**config.mk**
```make
export PLATFORM = sky130hd
export DESIGN_NAME = rshe_div
export DESIGN_NICKNAME = d
export VERILOG_FILES = /design/src/rtl/rshe_pkg.sv /design/src/rtl/rshe_div.sv
export SDC_FILE = /design/constraint.sdc
export NUM_CORES = 1
export LEC_CHECK = 0
export BUFFER_PORTS_ARGS = -buffer_cell sky130_fd_sc_hd__buf_2
export CAP_MARGIN = 20
export CORE_MARGIN = 3
export CORE_UTILIZATION = 24
export DETAILED_ROUTE_END_ITERATION = 10
export GPL_TIMING_DRIVEN = 0
export PLACE_DENSITY = 0.42
export SYNTH_ARGS = -nofsm -noshare
export SYNTH_HDL_FRONTEND = slang
export SYNTH_SLANG_ARGS = --single-unit
```
**constraint.sdc**
```tcl
create_clock -name clk -period 4.26 [get_ports clk]
set_input_delay 0 -clock clk [delete_from_list [all_inputs] [get_ports clk]]
set_output_delay 0 -clock clk [all_outputs]
set_load 0.01 [all_outputs]
```
**src/rtl/rshe_pkg.sv**
```systemverilog
// Shared types, constants and the normalisation table of the evaluator.
// No dependencies.
package rshe_pkg;

    localparam int MAX_BAND = 6;
    localparam logic [63:0] PI_Q30 = 64'd3373259426;
    localparam logic signed [31:0] Q30_ONE = 32'sd1073741824;

    typedef struct packed {
        logic        start;
        logic [63:0] a;
        logic [31:0] b;
    } mul_req_t;

    typedef struct packed {
        logic        done;
        logic [95:0] prod;
    } mul_rsp_t;

    typedef struct packed {
        logic        start;
        logic [63:0] num;
        logic [4:0]  den;
    } div_req_t;

    typedef struct packed {
        logic        done;
        logic [63:0] quo;
    } div_rsp_t;

    // entry: {exponent[5:0], mantissa[31:0]}, index {l, |m|, m != 0}
    typedef logic [127:0][37:0] k_tab_t;

    function automatic logic [63:0] fact(input int n);
        logic [63:0] f;
        int          j;
        f = 64'd1;
        if ((n & 15) <= 12) begin
            for (j = 2; j <= (n & 15); j++) begin
                f = f * 64'(j);
            end
        end
        return f;
    endfunction

    function automatic logic [63:0] isqrt64(input logic [63:0] v_in);
        logic [63:0] v;
        logic [63:0] res;
        logic [63:0] bitv;
        int          j;
        v    = v_in;
        res  = 64'd0;
        bitv = 64'd1 << 62;
        for (j = 0; j < 32; j++) begin
            if (v >= res + bitv) begin
                v   = v - (res + bitv);
                res = (res >> 1) + bitv;
            end
            else begin
                res = res >> 1;
            end
            bitv = bitv >> 2;
        end
        return res;
    endfunction

    function automatic k_tab_t build_k_tab();
        k_tab_t      t;
        int          idx;
        int          l;
        int          am;
        int          k;
        int          j;
        int          e;
        logic [63:0] x;
        logic [63:0] d;
        logic [63:0] rem;
        logic [63:0] q;
        logic [63:0] kq;
        for (idx = 0; idx < 128; idx++) begin
            l  = (idx >> 4) & 7;
            am = (idx >> 1) & 7;
            x  = 64'(2 * l + 1) * fact(l - am);
            d  = PI_Q30 * fact(l + am);
            if ((idx & 1) != 0) begin
                x = x * 64'd2;
            end
            rem = x;
            q   = 64'd0;
            k   = 0;
            while (q < (64'd1 << 60) && k < 200) begin
                for (j = 0; j < 2; j++) begin
                    rem = rem << 1;
                    q   = q << 1;
                    if (rem >= d) begin
                        rem = rem - d;
                        q   = q | 64'd1;
                    end
                end
                k += 2;
            end
            e = (k - 28) / 2;
            if (e < 30) e = 30;
            if (e > 62) e = 62;
            kq = isqrt64(q);
            t[idx] = {6'(e), kq[31:0]};
        end
        return t;
    endfunction

    localparam k_tab_t K_TAB = build_k_tab();

    function automatic logic [63:0] mag64(input logic signed [63:0] v);
        return v[63] ? 64'(-v) : 64'(v);
    endfunction

endpackage

```
**src/rtl/rshe_div.sv**
```systemverilog
// Restoring divider, one quotient bit a cycle, small divisor.
// Depends on rshe_pkg.
module rshe_div (
    input  logic              clk,
    input  logic              rst_n,
    input  rshe_pkg::div_req_t req,
    output rshe_pkg::div_rsp_t rsp
);
    import rshe_pkg::*;

    logic [63:0] quo_reg;
    logic [4:0]  rem_reg;
    logic [4:0]  den_reg;
    logic [5:0]  cnt_reg;
    logic        busy_reg;
    logic        done_reg;
    logic [5:0]  rem_sh;
    logic        fits;
    logic [5:0]  rem_sub;

    assign rem_sh  = {rem_reg, quo_reg[63]};
    assign fits    = rem_sh >= {1'b0, den_reg};
    assign rem_sub = rem_sh - {1'b0, den_reg};

    always_ff @(posedge clk or negedge rst_n)
    begin
        if (!rst_n)
        begin
            busy_reg <= 1'b0;
            done_reg <= 1'b0;
            cnt_reg  <= 6'd0;
        end
        else
        begin
            done_reg <= 1'b0;
            if (busy_reg)
            begin
                cnt_reg <= cnt_reg + 6'd1;
                if (cnt_reg == 6'd63)
                begin
                    busy_reg <= 1'b0;
                    done_reg <= 1'b1;
                end
            end
            else if (req.start)
            begin
                busy_reg <= 1'b1;
                cnt_reg  <= 6'd0;
            end
        end
    end

    always_ff @(posedge clk)
    begin
        if (busy_reg)
        begin
            quo_reg <= {quo_reg[62:0], fits};
            rem_reg <= fits ? rem_sub[4:0] : rem_sh[4:0];
        end
        else if (req.start)
        begin
            quo_reg <= req.num;
            den_reg <= req.den;
            rem_reg <= 5'd0;
        end
    end

    assign rsp.done = done_reg;
    assign rsp.quo  = quo_reg;

endmodule

```
# Yosys cells after proc, flatten, opt, wreduce, memory -nomap -nowiden
# Index checks and enable logic that the tools add are counted.
totals:
  in_bits: 72
  register_bits: 82
classes:
  magnitude_cmp: 1
  n_eq_ne: 1
  n_reduce_logical: 2
  mux: 12
  n_bitwise: 1
  addsub: 2
op_table:
  columns: ["operator", "count"]
  rows:
  - ["$mux W64", 2]
  - ["$mux W5", 3]
  - ["$mux W6", 2]
  - ["$add A6 B1 Y6 const B", 1]
  - ["$eq A6 B6 Y1 const B", 1]
  - ["$ge A6 B5 Y1", 1]
  - ["$mux W1", 5]
  - ["$sub A5 B5 Y5", 1]
  - ["$reduce_and A2 Y1", 1]
  - ["$reduce_bool A2 Y1", 1]
  - ["$not A1 Y1", 1]

# Depth between registers and ports, before layout
# Gate-level depths: netlist of run 1.
depth:
  word_depth: 3
  ltp_mapped: 8

# Worst setup path before layout of run 1
# Ideal clock, no wire load.
synth_timing:
  path_kind: "register -> register"
  startpoint: "reg busy_reg"
  endpoint: "reg quo_reg[0] (enable)"
  arrival_time_ns: 1.998
  path_slack_ns: 1.839
  path_buffers: 1
  path_stages_with_launch: 4
  path_cell_list: "dfrtp_1 buf_2 nor2_1 inv_1"
synth_via:
  elab_chain_len: 1
synth_lines:
  columns: ["element", "line_no", "source"]
  rows:
  - ["from (decl)", "rshe_div.sv:15", "logic busy_reg;"]
  - ["from (signal assigned)", "rshe_div.sv:29", "busy_reg <= 1'b0;"]
  - ["from (signal assigned)", "rshe_div.sv:41", "busy_reg <= 1'b0;"]
  - ["from (signal assigned)", "rshe_div.sv:47", "busy_reg <= 1'b1;"]
  - ["$reduce_bool A2 Y1 (no line)", null, null]
  - ["to (signal assigned)", "rshe_div.sv:57", "quo_reg <= {quo_reg[62:0], fits};"]
  - ["to (signal assigned)", "rshe_div.sv:62", "quo_reg <= req.num;"]
  - ["to (decl)", "rshe_div.sv:11", "logic [63:0] quo_reg;"]
# Every way passes these cells.
# A chain may end at the register's enable or synchronous reset.

# Final worst setup path of run 1
layout_timing:
  startpoint: "reg quo_reg[63]"
  endpoint: "reg rem_reg[4], data pin"
layout_via:
  elab_chain_len: 3
  word_cells_on_any_way: 4
layout_lines:
  columns: ["element", "line_no", "source"]
  rows:
  - ["$sub A5 B5 Y5 / $ge A6 B5 Y1 (equally long branches)", "rshe_div.sv:23, rshe_div.sv:22", null]
  - ["$mux W5 *", "rshe_div.sv:58", "rem_reg <= fits ? rem_sub[4:0] : rem_sh[4:0];"]
  - ["$mux W5 *", "rshe_div.sv:55", "if (busy_reg)"]
  - ["to (signal assigned)", "rshe_div.sv:58", null]
  - ["to (decl)", "rshe_div.sv:12", "logic [4:0] rem_reg;"]
# Mark *: on every way between the ends. The rest lies on a longest branch, timed or not.

==> results.sh, run 1 <==
export IMPL_worstReg2RegStart="quo_reg[63]"
export IMPL_peakVddDrop_mv=0.390
export IMPL_fillerInstances=1430
export IMPL_mostFrequentLayoutCell="buf_2"
export IMPL_routedWlPerCell_um=14.0
export IMPL_timing_slew_headroom=0.750
export IMPL_cp_end_kind="flop"
export IMPL_clock_sinks=82
export IMPL_hold_path_class="input port to async pin"
export IMPL_syn_to_final_growth_pct=54.3
export IMPL_final_cell_mix="buf_2 (143), edfxtp_1 (74), dlygate4sd3_1 (71), mux2_2 (63)"
export IMPL_synthesis_instances=225
export IMPL_yosys_warnings=0
export IMPL_switching_share=0.293
export IMPL_gr_total_overflow=0
export IMPL_initialDrtViolationCount=87
export IMPL_grt_max_degree=52
export IMPL_instances_no_fill=633
export IMPL_root_buffer="clkbuf_16"
export IMPL_hold_viol=0
export IMPL_dp_cells=546
export IMPL_die_w_um=129
export IMPL_seq_area_frac_synth=0.663
export IMPL_power_mw=3.66
export IMPL_fin_nets=523
export IMPL_fin_setup_tns_ps=0
export IMPL_synth_area_leaders="edfxtp_1 (61%), mux2_2 (19%), dfrtp_1 (5.5%)"
export IMPL_switchingPower_mw=1.07
export IMPL_dpl_hpwl_mm=5.77
export IMPL_first_pass_iters=5
export IMPL_slew_violations=0
export IMPL_clkLatencyLatePin_ps=340
export IMPL_globalplace_congestion=0.737
export IMPL_wl_mm=8.85
export IMPL_worstMarginPinSlew_ps=365
export IMPL_initial_core_util=0.249
export IMPL_crit_type="flop to flop"
export IMPL_grt_antenna_before_repair=0
export IMPL_synth_distinct_cells=32
export IMPL_synth_seq_cells=82
export IMPL_p_int_mw=2.59
export IMPL_ant_nets=0
export IMPL_drive_gt1_frac=0.508
export IMPL_startpoint="quo_reg[63]"
export IMPL_p_clk_frac=0.241
export IMPL_grt_pass1_vias=2773
export IMPL_r2r_cells=8
export IMPL_diodes=0
export IMPL_synth_top_area_cell="edfxtp_1"
export IMPL_max_cap_viol_count=0
export IMPL_cts_buffer_depth=2
export IMPL_design_area_um2=5640
export IMPL_rows=44
export IMPL_synth_top_area_frac=0.608
export IMPL_cts_buffers=9
export IMPL_finish_utilization=0.384
export IMPL_portBuffers=136
export IMPL_seqPwrFrac=0.429
export IMPL_max_freq_mhz=469
export IMPL_viasPerCell=4.13
export IMPL_cts_resized_gates=0
export IMPL_num_vias=2617
export IMPL_finClkSkew_ps=4.47
export IMPL_die_y_um=129
export IMPL_cp_arrival_ps=2210
export IMPL_core_area_um2=14700
export IMPL_cp_max_fo=3
export IMPL_drc=0
export IMPL_netlist_area_um2=3650
export IMPL_io_pins=137
export IMPL_outcome="completed"
export IMPL_timing_final_crit_share=0.500
export IMPL_cts_tree="done"
export IMPL_power_density_nw_per_um2=650
export IMPL_leakagePower_nw=2.35
export IMPL_pwr_share_comb=0.331
export IMPL_rsz0062_at_grt="false"
export IMPL_die_area_um2=16700
export IMPL_cp_start_kind="flop"
export IMPL_crit_required_ps=4340
export IMPL_place_area_um2=4590
export IMPL_cts_htree_levels=3
export IMPL_synth_area_per_cell_um2=16.2
export IMPL_largest_register_ffs=64
export IMPL_clk_pin_slew_ps=60
export IMPL_grt_pass1_wl_mm=13.8
export IMPL_syn_nets=304
export IMPL_fin_crit_ps=2130
export IMPL_setup_violations=0
export IMPL_grt_usage=0.106
==> per-layer routing <==
layer / share of wire / up-vias / track usage
met5: 0 / - / 0
li1: - / 1285 / -
met1: 0.44 / 1234 / 0.128
met4: 0.011 / 0 / 0.0278
met3: 0.074 / 7 / 0.0507
met2: 0.48 / 91 / 0.173
==> what timing repair did <==
action | CTS | global route
hold endpoints to repair | 80 | 0
hold buffers | 71 | 0
buffers inserted | 0 | 0
==> synth_stat cells <==
| master | instances |
|---|---|
| edfxtp_1 | 74 |
| mux2_2 | 63 |
| inv_1 | 9 |
| nand2_1 | 9 |
| dfrtp_1 | 8 |
| buf_2 | 7 |
| ha_1 | 6 |
| nor2_1 | 6 |
| o21ai_0 | 6 |
| nand2b_1 | 5 |
| mux2i_1 | 4 |
| nand3_1 | 3 |
| nand4_1 | 3 |
| a21oi_1 | 2 |
| nor3_1 | 2 |
| o21ai_2 | 2 |
| a2111oi_0 | 1 |
| a21oi_2 | 1 |
| a41o_1 | 1 |
| buf_4 | 1 |
| buf_6 | 1 |
| clkbuf_8 | 1 |
| fa_1 | 1 |
| nor2b_1 | 1 |
| o211a_1 | 1 |
| o211ai_1 | 1 |
| o21a_1 | 1 |
| o31ai_1 | 1 |
| or2_1 | 1 |
| or3_1 | 1 |
| xnor2_1 | 1 |
| xor2_1 | 1 |
==> stage by stage <==
| stage | hold WS [ps] | setup WS, ps |
|---|---|---|
| after floorplan | -296 | 1840 |
| after global placement | -143 | 824 |
| after detailed placement | -135 | 2140 |
| after CTS | 53.0 | 2120 |
| after global routing | 99.9 | 1990 |
| final | 71.1 | 2130 |
==> cell families after synthesis <==
group | Yosys count | share of synthesized area
AO/OA/AOI/OAI | 17 | 0.0322
XOR/XNOR | 2 | 0.00480
adder cells (fa/ha/maj) | 7 | 0.0260
buffers and inverters | 19 | 0.0277
flip-flops | 82 | 0.663
multiplexers | 67 | 0.205
AND/OR/NAND/NOR | 31 | 0.0411
==> power groups by stage <==
stage / sequential, mW / combinational (mW) / clock (mW)
final: 1.57 / 1.21 / 0.883
after global routing: 1.62 / 1.34 / 0.946
after CTS: 1.57 / 1.24 / 0.920
after detailed placement: 1.58 / 1.18 / 0
after global placement: 1.58 / 1.17 / 0
after floorplan: 1.72 / 0.563 / 0
==> final timing paths <==
| path | end | slack (ps) |
|---|---|---|
| worst max-delay path | rem_reg[4] | 2130 |
| worst min-delay path | cnt_reg[4] | 70 |
| worst max register to register | rem_reg[4] | 2130 |
| worst min register to register | cnt_reg[4] | 490 |
| max in group asynchronous | cnt_reg[5] | 4010 |
| min in group clk | den_reg[2] | 370 |
==> critical path, cell delays in order, from the launching register on <==
cell and delay [ps]:
edfxtp_1 430, inv_1 80, ha_1 160, inv_1 50, fa_1 410, a21oi_2 190, inv_1 50, a2111oi_0 400
nor3_1 90
==> area by class of cell <==
class,count,area [µm²],share of cell area
sequential,82,2420,0.430
timing repair buffer,208,1420,0.252
multi-input combinational,124,1130,0.200
tap,184,230,0.0408
clock buffer,9,225,0.0399
clock inverter,7,108,0.0191
buffer,10,67.6,0.0120
inverter,9,36.3,0.00644
No activity file was read; power rests on OpenSTA's default activity.
==> run 2, diff against run 1 <==
- clock period: 4.26 -> 2 ns (I/O delays scaled with it)
==> results.sh, run 2 (same netlist as run 1, synthesis figures left out) <==
export IMPL_max_freq_mhz=498
export IMPL_num_vias=2643
export IMPL_power_density_nw_per_um2=1370
export IMPL_cp_arrival_ps=2100
export IMPL_cp_end_kind="flop"
export IMPL_wl_mm=8.97
export IMPL_whs_ps=71.3
export IMPL_setup_violations=1
export IMPL_power_mw=7.80
export IMPL_initial_core_util=0.249
export IMPL_largest_register_ffs=64
export IMPL_cts_tree="done"
export IMPL_layout_setup_ws_ps=-7.78
export IMPL_gr_total_overflow=0
export IMPL_cp_start_kind="flop"
export IMPL_grt_pass1_wl_mm=14.0
export IMPL_portBuffers=136
export IMPL_worstMarginPinSlew_ps=390
export IMPL_critical_path_slowest_cell="edfxtp_1"
export IMPL_cts_buffers=9
export IMPL_dp_cells=546
export IMPL_crit_required_ps=2090
export IMPL_timing_final_crit_share=1.00
export IMPL_clock_sinks=82
export IMPL_fin_nets=527
export IMPL_final_cell_mix="buf_2 (142), edfxtp_1 (74), dlygate4sd3_1 (71), mux2_2 (63), clkbuf_16 (10)"
export IMPL_drc=0
export IMPL_ff2ff_setup_slack_ps=-8
export IMPL_initialDrtViolationCount=62
export IMPL_crit_chain="inv_1 -> ha_2 -> inv_2 -> fa_2 -> a21oi_4 -> o21ai_4 -> or2_1 -> a41o_1"
export IMPL_grt_max_degree=36
export IMPL_clk_pin_slew_ps=60
export IMPL_syn_to_final_growth_pct=55.9
export IMPL_leakagePower_nw=2.35
export IMPL_globalplace_congestion=0.724
export IMPL_cp_top_family="adder cells"
export IMPL_dpl_hpwl_mm=5.84
export IMPL_finClkSkew_ps=7.08
export IMPL_first_pass_iters=5
export IMPL_rows=44
export IMPL_instances_no_fill=637
export IMPL_peakVddDrop_mv=0.532
export IMPL_grt_antenna_before_repair=0
export IMPL_diodes=0
export IMPL_design_area_um2=5690
export IMPL_viasPerCell=4.15
export IMPL_hold_path_class="input port to async pin"
export IMPL_cts_buffer_depth=2
export IMPL_place_area_um2=4610
export IMPL_root_buffer="clkbuf_16"
export IMPL_failed_checks="negative setup slack"
export IMPL_timing_slew_headroom=0.739
export IMPL_outcome="complete, but fails checks"
export IMPL_core_area_um2=14700
export IMPL_fin_crit_ps=2010
export IMPL_grt_pass1_vias=2776
export IMPL_routedWlPerCell_um=14.1
export IMPL_slowest_delay_ps=390
export IMPL_die_w_um=129
export IMPL_cp_max_fo=5
export IMPL_crit_type="flop to flop"
export IMPL_io_pins=137
export IMPL_ant_nets=0
export IMPL_rsz0062_at_grt="true"
export IMPL_grt_usage=0.107
export IMPL_max_cap_viol_count=0
export IMPL_clkLatencyLatePin_ps=340
export IMPL_hold_viol=0
export IMPL_path_buf_inv=2
export IMPL_die_y_um=129
export IMPL_mostFrequentLayoutCell="buf_2"
export IMPL_drive_gt1_frac=0.525
export IMPL_cts_htree_levels=3
export IMPL_die_area_um2=16700
export IMPL_slew_violations=0
## run 2: changes by cell type in the layout (fill, tap and decap cells not counted), sizes merged
cell / previous run / this run
bufinv: 3 / 1
inv: 9 / 8
clkbuf: 10 / 15
buf: 146 / 149
clkinvlp: 0 / 2
clkinv: 4 / 1
## run 2: per-layer routing
metal,global-route usage,routed length [µm],up-vias
met5,0,0,-
met4,0.0463,131,0
met3,0.0342,657,9
met2,0.164,4040,98
met1,0.141,4140,1238
li1,-,-,1298
## run 2: repair_timing
item | CTS | global route
gates cloned | 1 | 0
setup buffers | 1 | 2
hold endpoints to repair | 79 | 0
gates resized for setup | 2 | 7
pin swaps | 1 | 1
hold buffers | 71 | 0
endpoints found under the setup margin | 41 | 41
## run 2: worst paths after layout
kind / start / cells past startpoint / endpoint
setup / recovery: quo_reg[63] / 8 / rem_reg[3]
hold / removal: rst_n / 2 / cnt_reg[4]
setup reg to reg: quo_reg[63] / 8 / rem_reg[3]
hold reg to reg: cnt_reg[4] / 1 / cnt_reg[4]
max in group asynchronous: rst_n / 2 / busy_reg
min in group clk: req[2] / 2 / den_reg[2]
## run 2: worst register-to-register path, stage by stage, from the launching register on
cell	delay [ps]
edfxtp_1	390
inv_1	70
ha_2	180
inv_2	40
fa_2	370
a21oi_4	190
o21ai_4	90
or2_1	230
a41o_1	210
## run 2: through the flow
step	setup TNS (ps)	util	worst slack, ps
2_1_floorplan	-2820	-	-40.8
4_1_cts	0	0.384	0.973
5_1_grt	-173	0.387	-91.3
3_3_place_gp	-50790	0.312	-738
6_report	-7.78	0.387	-7.78
3_5_place_dp	-6440	0.313	-180
## run 2: layout make-up
type,instances,area [µm²]
Timing Repair inverter,1,7.51
Buffer,10,73.8
Fill cell,1400,9000
Timing Repair Buffer,211,1430
Sequential cell,82,2420
Multi-Input combinational cell,124,1180
Clock buffer,14,275
Inverter,9,37.5
Tap cell,184,230
Clock inverter,2,35.0
## run 2: report_power, final
group | switching, mW | leakage, nW | internal (mW)
clock | 0.665 | 0.152 | 1.08
combinational | 1.27 | 1.35 | 1.45
sequential | 0.412 | 0.840 | 2.93
